===== config.mk =====
export PLATFORM = sky130hd
export DESIGN_NAME = gcs_ctrl
export DESIGN_NICKNAME = d
export VERILOG_FILES = /design/src/rtl/gcs_pkg.sv /design/src/rtl/gcs_ctrl.sv
export SDC_FILE = /design/constraint.sdc
export NUM_CORES = 1
export LEC_CHECK = 0
export BUFFER_PORTS_ARGS = -buffer_cell sky130_fd_sc_hd__buf_2
export CORE_MARGIN = 2
export CORE_UTILIZATION = 35
export CTS_CLUSTER_DIAMETER = 40
export CTS_CLUSTER_SIZE = 25
export DETAILED_ROUTE_END_ITERATION = 12
export GPL_TIMING_DRIVEN = 0
export PLACE_DENSITY = 0.58
export SLEW_MARGIN = 20
export SYNTH_ARGS = -nofsm -noshare
export SYNTH_HDL_FRONTEND = slang
export SYNTH_SLANG_ARGS = --single-unit
export TNS_END_PERCENT = 1

===== constraint.sdc =====
create_clock -name clk -period 3.7 [get_ports clk]
set_clock_uncertainty 0.2 [all_clocks]
set_input_delay 0.555 -clock clk [delete_from_list [all_inputs] [get_ports clk]]
set_output_delay 0.555 -clock clk [all_outputs]
set_load 0.05 [all_outputs]

===== src/rtl/gcs_pkg.sv =====
// ----------------------------------------------------------------------------
// gcs_pkg
// Shared types, codes and tables for the GRU cell step block.
// ----------------------------------------------------------------------------
package gcs_pkg;

  localparam int HIDDEN_UNITS_DEF  = 10;
  localparam int FEATURE_COUNT_DEF = 5;
  localparam int FRACTION_BITS_DEF = 12;
  localparam int FEATURE_MAX       = 5;

  // request function codes
  localparam logic [1:0] FUNC_WRITE = 2'd0;
  localparam logic [1:0] FUNC_STEP  = 2'd1;
  localparam logic [1:0] FUNC_CLEAR = 2'd2;

  // datapath pipeline operations
  typedef logic [3:0] op_t;
  localparam op_t OP_NOP  = 4'd0;
  localparam op_t OP_BIAS = 4'd1;   // acc = bias, rec = 0
  localparam op_t OP_MACX = 4'd2;   // acc += w * x
  localparam op_t OP_MACH = 4'd3;   // acc += w * h
  localparam op_t OP_MACR = 4'd4;   // rec += w * h
  localparam op_t OP_ACTZ = 4'd5;   // z = sig(acc)
  localparam op_t OP_ACTR = 4'd6;   // r = sig(acc)
  localparam op_t OP_RECR = 4'd7;   // acc += rec * r
  localparam op_t OP_ACTC = 4'd8;   // cand = tanh(acc)
  localparam op_t OP_HN1  = 4'd9;   // t1 = (1 - z) * h_i
  localparam op_t OP_HN2  = 4'd10;  // hn_i = t1 + z * cand

  typedef struct packed {
    op_t  op;
    logic wr_en;
    logic clr_hidden;
    logic load_x;
    logic copy_en;
    logic out_load;
  } dp_cmd_t;

  typedef struct packed {
    logic out_free;
  } dp_stat_t;

  function automatic int store_size(input int h, input int f);
    return 3 * h * f + 3 * h * h + 3 * h;
  endfunction

  // sig(k/2) in Q0.16, k = 0..16
  function automatic logic [16:0] sig_entry(input logic [4:0] k);
    logic [16:0] v;
    case (k)
      5'd0:    v = 17'd32768;
      5'd1:    v = 17'd40793;
      5'd2:    v = 17'd47910;
      5'd3:    v = 17'd53580;
      5'd4:    v = 17'd57724;
      5'd5:    v = 17'd60564;
      5'd6:    v = 17'd62428;
      5'd7:    v = 17'd63615;
      5'd8:    v = 17'd64357;
      5'd9:    v = 17'd64816;
      5'd10:   v = 17'd65097;
      5'd11:   v = 17'd65269;
      5'd12:   v = 17'd65374;
      5'd13:   v = 17'd65437;
      5'd14:   v = 17'd65476;
      5'd15:   v = 17'd65500;
      default: v = 17'd65514;
    endcase
    return v;
  endfunction

endpackage


===== src/rtl/gcs_ctrl.sv =====
// ----------------------------------------------------------------------------
// gcs_ctrl
// Sequencer walks units, gates, terms; one op per cycle bar gap/drain/copy/out.
// ----------------------------------------------------------------------------
module gcs_ctrl import gcs_pkg::*; #(
  parameter int HIDDEN_UNITS  = HIDDEN_UNITS_DEF,
  parameter int FEATURE_COUNT = FEATURE_COUNT_DEF,
  localparam int IW = (HIDDEN_UNITS > 1) ? $clog2(HIDDEN_UNITS) : 1,
  localparam int FW = (FEATURE_COUNT > 1) ? $clog2(FEATURE_COUNT) : 1,
  localparam int AW = $clog2(store_size(HIDDEN_UNITS, FEATURE_COUNT))
) (
  input  logic          clk,
  input  logic          rst,
  input  logic          in_valid,
  input  logic [1:0]    in_func,
  output logic          in_ready,
  input  dp_stat_t      stat,
  output dp_cmd_t       cmd,
  output logic [AW-1:0] waddr,
  output logic [IW-1:0] hidx,
  output logic [FW-1:0] xidx,
  output logic [IW-1:0] unit
);

  localparam int H  = HIDDEN_UNITS;
  localparam int F  = FEATURE_COUNT;
  localparam int JW = (IW > FW) ? IW : FW;
  localparam int HF = H * F;
  localparam int HH = H * H;
  localparam int BASE_WZ = 0;
  localparam int BASE_WR = HF;
  localparam int BASE_WH = 2 * HF;
  localparam int BASE_UZ = 3 * HF;
  localparam int BASE_UR = 3 * HF + HH;
  localparam int BASE_UH = 3 * HF + 2 * HH;
  localparam int BASE_BZ = 3 * HF + 3 * HH;
  localparam int BASE_BR = BASE_BZ + H;
  localparam int BASE_BH = BASE_BZ + 2 * H;

  localparam logic [3:0] S_IDLE  = 4'd0;
  localparam logic [3:0] S_BIAS  = 4'd1;
  localparam logic [3:0] S_MACX  = 4'd2;
  localparam logic [3:0] S_MACH  = 4'd3;
  localparam logic [3:0] S_ACT   = 4'd4;
  localparam logic [3:0] S_GAP   = 4'd5;
  localparam logic [3:0] S_RECR  = 4'd6;
  localparam logic [3:0] S_ACTC  = 4'd7;
  localparam logic [3:0] S_HN1   = 4'd8;
  localparam logic [3:0] S_HN2   = 4'd9;
  localparam logic [3:0] S_DRAIN = 4'd10;
  localparam logic [3:0] S_COPY  = 4'd11;
  localparam logic [3:0] S_OUT   = 4'd12;

  logic [3:0]    state, state_next;
  logic [1:0]    g, g_next;
  logic [IW-1:0] i, i_next;
  logic [JW-1:0] j, j_next;
  logic [AW-1:0] wrow, wrow_next;
  logic [AW-1:0] urow, urow_next;
  logic [AW-1:0] bbase, wbase, ubase;
  logic          fire;

  assign in_ready = (state == S_IDLE);
  assign fire     = in_valid && in_ready;
  assign unit     = i;
  assign xidx     = j[FW-1:0];

  always_comb begin
    case (g)
      2'd0:    begin
        bbase = AW'(BASE_BZ); wbase = AW'(BASE_WZ); ubase = AW'(BASE_UZ);
      end
      2'd1:    begin
        bbase = AW'(BASE_BR); wbase = AW'(BASE_WR); ubase = AW'(BASE_UR);
      end
      default: begin
        bbase = AW'(BASE_BH); wbase = AW'(BASE_WH); ubase = AW'(BASE_UH);
      end
    endcase
  end

  always_comb begin
    state_next = state;
    g_next     = g;
    i_next     = i;
    j_next     = j;
    wrow_next  = wrow;
    urow_next  = urow;
    cmd        = '0;
    cmd.op     = OP_NOP;
    waddr      = '0;
    hidx       = j[IW-1:0];
    case (state)
      S_IDLE: begin
        if (fire) begin
          case (in_func)
            FUNC_WRITE: cmd.wr_en = 1'b1;
            FUNC_STEP: begin
              cmd.load_x = 1'b1;
              g_next     = '0;
              i_next     = '0;
              j_next     = '0;
              wrow_next  = '0;
              urow_next  = '0;
              state_next = S_BIAS;
            end
            FUNC_CLEAR: cmd.clr_hidden = 1'b1;
            default: ;
          endcase
        end
      end
      S_BIAS: begin
        cmd.op     = OP_BIAS;
        waddr      = AW'(bbase + AW'(i));
        j_next     = '0;
        state_next = S_MACX;
      end
      S_MACX: begin
        cmd.op = OP_MACX;
        waddr  = AW'(wbase + wrow + AW'(j));
        if (j == JW'(F - 1)) begin
          j_next     = '0;
          state_next = S_MACH;
        end else begin
          j_next = JW'(j + 1'b1);
        end
      end
      S_MACH: begin
        cmd.op = (g == 2'd2) ? OP_MACR : OP_MACH;
        waddr  = AW'(ubase + urow + AW'(j));
        if (j == JW'(H - 1)) begin
          j_next     = '0;
          state_next = (g == 2'd2) ? S_GAP : S_ACT;
        end else begin
          j_next = JW'(j + 1'b1);
        end
      end
      S_ACT: begin
        cmd.op     = (g == 2'd0) ? OP_ACTZ : OP_ACTR;
        g_next     = 2'(g + 1'b1);
        state_next = S_BIAS;
      end
      S_GAP:  state_next = S_RECR;  // rec settles before it is read
      S_RECR: begin
        cmd.op     = OP_RECR;
        state_next = S_ACTC;
      end
      S_ACTC: begin
        cmd.op     = OP_ACTC;
        state_next = S_HN1;
      end
      S_HN1: begin
        cmd.op     = OP_HN1;
        hidx       = i;
        state_next = S_HN2;
      end
      S_HN2: begin
        cmd.op = OP_HN2;
        if (i == IW'(H - 1)) begin
          j_next     = '0;
          state_next = S_DRAIN;
        end else begin
          i_next     = IW'(i + 1'b1);
          g_next     = '0;
          wrow_next  = AW'(wrow + AW'(F));
          urow_next  = AW'(urow + AW'(H));
          state_next = S_BIAS;
        end
      end
      S_DRAIN: begin
        if (j == JW'(1)) begin
          j_next     = '0;
          state_next = S_COPY;
        end else begin
          j_next = JW'(j + 1'b1);
        end
      end
      S_COPY: begin
        cmd.copy_en = 1'b1;
        if (j == JW'(H - 1)) begin
          state_next = S_OUT;
        end else begin
          j_next = JW'(j + 1'b1);
        end
      end
      S_OUT: begin
        if (stat.out_free) begin
          cmd.out_load = 1'b1;
          state_next   = S_IDLE;
        end
      end
      default: state_next = S_IDLE;
    endcase
  end

  always_ff @(posedge clk) begin
    if (rst) begin
      state <= S_IDLE;
      g     <= '0;
      i     <= '0;
      j     <= '0;
      wrow  <= '0;
      urow  <= '0;
    end else begin
      state <= state_next;
      g     <= g_next;
      i     <= i_next;
      j     <= j_next;
      wrow  <= wrow_next;
      urow  <= urow_next;
    end
  end

`ifndef SYNTHESIS
  a_load_free: assert property (@(posedge clk) disable iff (rst)
    cmd.out_load |-> stat.out_free)
    else $error("result loaded while output register busy");
  a_step_start: assert property (@(posedge clk) disable iff (rst)
    (fire && in_func == FUNC_STEP) |=> (state == S_BIAS && i == '0 && g == '0))
    else $error("step did not start at first unit");
  a_copy_after_drain: assert property (@(posedge clk) disable iff (rst)
    $rose(state == S_COPY) |-> $past(state) == S_DRAIN)
    else $error("copy started before pipeline drained");
  a_recr_gap: assert property (@(posedge clk) disable iff (rst)
    (cmd.op == OP_RECR) |-> $past(state) == S_GAP)
    else $error("rec*r issued without bubble");
`endif

endmodule


* After elaboration in Yosys (flattened, before gate mapping) *
Cells that the tools add are included.

operators by class
  add/subtract/negate cells = 10
  $mul = 0
  div/mod/pow operators = 0
  $lt $le $gt $ge = 0
  equality and inequality tests = 30
  shift operators = 0
  multiplexer cells = 46
  bitwise logic cells = 0
  reductions and logical operators = 11

operators with widths
  kind                 number
  $mux 4               17
  $pmux 9 s2           3
  $pmux 4 s13          1
  $mux 9               4
  $pmux 4 s8           1
  $eq 4x4->1 const B   7
  $pmux 4 s7           1
  $add 9x4->9          3
  $pmux 9 s3           1
  $eq 4x3->1 const B   5
  $add 9x9->9          2
  $ne 2x2->1 const B   8
  $pmux 7 s2           1
  $pmux 5 s2           1
  $add 9x3->9 const B  1
  $add 9x4->9 const B  1
  $mux 3               3
  $add 4x1->4 const B  2
  $eq 4x1->1 const B   2
  $eq 4x2->1 const B   2
  $mux 2               4
  $pmux 4 s2           1
  $reduce_and 4->1     2
  $mux 1               7
  13 further kinds     17

storage, ports and cells
  flip-flop bits (word level) = 32
  bits in latches = 0
  bits in writable memories = 0
  bits in read-only memories = 0
  input port bits = 6
  word-level logic and storage cells = 103
  memories = 0

* Depth between registers and ports, before layout *
  depth after elaboration = 5
  depth in mapped cells = 12
  depth with buffers taken out = 12

* Worst setup path before layout *
OpenSTA, ideal clock, no wires.

  kind = register to output
  start = register g[1]
  end = output waddr[5]
  arrival time = 3.942 ns
  slack = -0.997 ns
  stages on the path, launching flop included = 11
  path through = dfxtp_1 -> inv_1 -> ha_1 -> fa_1 -> ha_1 -> inv_1 -> fa_1 -> nand2b_1 -> nand2_1 -> a211oi_1 -> o311ai_0

on the way
  cells in the longest elaborated chain, start to end = 5
  elaborated cells between the ends (all ways) = 11
  those cells by class = add/sub: 5; eq/ne: 1; mux: 4; reduce/logical: 1

ends and longest elaborated chain
  what                                                  RTL line                          text
  start: declaration                                    gcs_ctrl.sv:55                    logic [1:0] g, g_next;
  start signal: assignment                              gcs_ctrl.sv:206                   g <= g_next;
  $eq 2x1->1 / $logic_not 2->1 (equally long branches)  gcs_ctrl.sv:69                    case (g)
  $pmux 9 s2 / $pmux 7 s2 (equally long branches)       gcs_ctrl.sv:69
  $add 9x9->9 (on tied branches)                        gcs_ctrl.sv:130, gcs_ctrl.sv:120
  $add 9x4->9 (on tied branches)                        gcs_ctrl.sv:130, gcs_ctrl.sv:120
  $pmux 9 s3 (*)                                        gcs_ctrl.sv:93                    case (state)
  end: declaration                                      gcs_ctrl.sv:19                    output logic [AW-1:0] waddr,

Every way passes the cells marked *; elsewhere a longest branch is shown, timed or not.

* Worst setup path after layout *
  start = register g[1]
  end = output waddr[7]

Same word-level chain as after synthesis.

==> reports/metrics.csv <==
stage,metric,value,unit
worst_hold_path,hold path startpoint,wrow[6],
synthesis,Synth Register Bits,31,
worst_hold_path,Hold WC Path Type,reg -> reg,
detailed_routing,Iter 0 DRT Violations,188,
detailed_routing,final WL,8380,µm
placed_design,worst slack at placement,-0.451,ns
synthesis,register area share after synthesis,0.212,
global_route,vias in the first global route,2716,
clock_network,CTS tree,yes,
final_layout,fin nets,469,
placed_design,Post-DP Area,0.00323,mm²
timing,worst hold slack,0.327,ns
final_layout,Layout Cell Area excl Fill,0.00351,mm²
critical_path,WP data arrival,3.00,ns
placed_design,I/O Buffers,34,
final_layout,final core utilization,0.429,
synthesis,Post-synth ARST share,0,
timing,Tmin final,3.75,ns
critical_path,worst reg2reg path startpoint,unit[0],
detailed_routing,Avg WL per Cell,16.0,µm
timing,worst rel slew slack,0.604,
timing,Slew @ Worst Pin,0.592,ns
worst_hold_path,hold depth,2,
synthesis,Ys Warns,0,
synthesis,post-synth design cell area,0.00293,mm²
final_layout,fillcell total,843,
final_layout,P&R area growth vs syn,19.9,%
clock_network,htree depth,2,
run_status,failing checks,negative setup slack,
clock_network,TritonCTS buffer count,5,
floorplan,die area,0.00910,mm²
floorplan,Ports,36,
pwr,Power Density,215,mW/mm²
critical_path,Worst Setup End Kind,output pin,
floorplan,Starting Density,0.358,
critical_path,CP Max Fanout,6,
timing,setup violators final,2,
placed_design,placer congestion estimate,0.828,
synthesis,largest area contributor in the netlist,dfxtp_1,
synthesis,top cell type's share of synthesized area,0.212,
clock_network,"Hold-fix buffers, CTS",0,
final_layout,Multi-input gate area,0.00223,mm²
clock_network,CTS sink count,31,
critical_path,depth of the most critical reg-to-reg path,8,
detailed_routing,vias,2840,
synthesis,Post-Syn Area per Cell,7.93,µm²
clock_network,CTS Buffer Depth,2,
global_route,gr usage total,0.192,
synthesis,"EDFF count, synth",0,
final_layout,share of cells above drive strength 1,0.211,
timing,RSZ-0062 raised after global routing,yes,
timing,"Slew Viols, Final",0,
synthesis,largest cells by area after synthesis,"dfxtp_1, ha_1, nor2_1",
critical_path,CP Class,reg -> out,
run_status,status,"finished, violations left",
global_route,initial antenna violation count,0,
clock_network,clock-pin slew on the worst setup and hold paths,0.08,ns
critical_path,r2r setup slk,1.32,ns
clock_network,Root Buffer,clkbuf_8,
global_route,total grt overflow,0,
floorplan,Die Height,95.4,µm
pwr,VDD IR-drop max,0.155,mV
global_route,first-pass GRT wire length,13600,µm
synthesis,cells after synthesis,369,
detailed_routing,post-route ant nets,0,
timing,Max Freq,0.266,GHz
placed_design,DP HPWL,6310,µm
detailed_routing,drt first pass iters,4,
floorplan,Die X-Extent,95.4,µm
timing,final worst slack,-0.0549,ns
clock_network,worst skew pair latency,0.29,ns
detailed_routing,drc violations,0,
synthesis,number of distinct library cells after synthesis,60,
final_layout,Register Area,628,µm²
final_layout,n_diodes,0,
timing,Final Cycle Share,1.01,
critical_path,Critical Path Source Type,flip-flop,
job,MaxCap Viol Count,0,
floorplan,row count,33,
pwr,leakage,1.53,nW
worst_hold_path,Hold Path End,wrow[6],
floorplan,Core ar.,0.00818,mm²
critical_path,R2R Path End,urow[5],
synthesis,Post-synth top flop,dfxtp_1,
detailed_routing,DR vias/cell,5.43,
critical_path,Worst EP required,2.94,ns
global_route,largest net degree at the start of global routing,11,
synthesis,Post-Syn Nets,420,
timing,final hold viol count,0,
cell families (layout without fill, tap and decap cells):
| group | after synthesis | in the layout | share of synthesized area |
|---|---|---|---|
| DFF | 31 | 31 | 0.212 |
| muxes | 6 | 6 | 0.0210 |
| xor gates and xnor gates | 20 | 20 | 0.0599 |
| AOI/OAI and AO/OA | 100 | 100 | 0.221 |
| buffers and inverters | 38 | 87 | 0.0577 |
| and+or+nand+nor | 128 | 128 | 0.217 |
| other | 1 | 1 | 0.00128 |
| adders and majority gates | 45 | 45 | 0.210 |
per-layer routing:
metal  up-vias  wire length [µm]  global-route usage
li1       1418                 -                   -
met1      1331              3880               0.260
met2        78              4020               0.327
met3        13               347              0.0206
met4         0               121              0.0452
met5         -                 0                   0
sequential cells by signal (all words and copies together), names as in the netlist:
signal	flops
g	2
urow	8
unit	4
wrow	9
j	4
state	4
cell usage after synthesis (7+ instances only):
cell / instances
nor3_1: 11
ha_1: 38
or3_1: 7
nor2_1: 43
xnor2_1: 15
o21ai_0: 28
fa_1: 7
nand3_1: 9
inv_1: 21
nand2_1: 28
a21oi_1: 26
dfxtp_1: 31
metrics by stage:
step	std cells	total power (W)	TNS, ns
final	523	0.000754	-0.0585
after CTS	522	0.000757	-0.146
after floorplan	369	0.000441	-0.686
after global placement	508	0.000472	-1.40
after global routing	523	0.000786	-0.438
after detailed placement	508	0.000474	-1.48
cell usage in the layout (no fill, tap or decap), types with 9 or more instances in the layout:
cell type and instances:
buf_4 13, dfxtp_1 29, nor3_1 11, ha_1 33
a21oi_1 24, nand2_1 28, buf_2 36, xnor2_1 15
o21ai_0 26, nor2_1 42, nand3_1 9, inv_1 18
area by class of cell:
type | count | area share
flip-flops and latches | 31 | 0.179
plain buffers | 15 | 0.0235
well taps | 105 | 0.0375
multi-input cells | 300 | 0.636
repair buffers | 42 | 0.0706
inverters | 23 | 0.0282
clock inverters | 1 | 0.00143
clock buffers | 6 | 0.0235
how the worst max path moves through the flow:
stage	from	endpoint	slack, ns
2_1_floorplan	g[1]	waddr[6]	-0.32
4_1_cts	g[1]	waddr[8]	-0.08
6_report	g[1]	waddr[7]	-0.05
5_1_grt	g[0]	waddr[8]	-0.19
3_3_place_gp	g[1]	waddr[8]	-0.44
3_5_place_dp	g[1]	waddr[8]	-0.45
report_power, final:
part / switching, W / internal (W) / leakage [nW]
logic: 0.0000903 / 0.0000407 / 1.23
clock network: 0.000137 / 0.000146 / 0.0470
registers: 0.00000564 / 0.000335 / 0.252
total: 0.000233 / 0.000522 / 1.53
worst max-delay path, cell delays in order (launching register included):
cell and delay [ns]:
dfxtp_4 0.39, inv_8 0.05, ha_4 0.17, fa_1 0.48, ha_2 0.18, inv_1 0.05
fa_2 0.34, nand2b_4 0.16, a21oi_2 0.14, o21a_1 0.16, nor3_1 0.05, nand3b_1 0.16
o211ai_1 0.14, buf_4 0.24
timing repair:
item                                    CTS  global route
endpoints found under the setup margin    7             5
buffers inserted                          7             1
resized for setup                        29            10
pin swaps                                11            10
(Power assumes the default switching activity.)
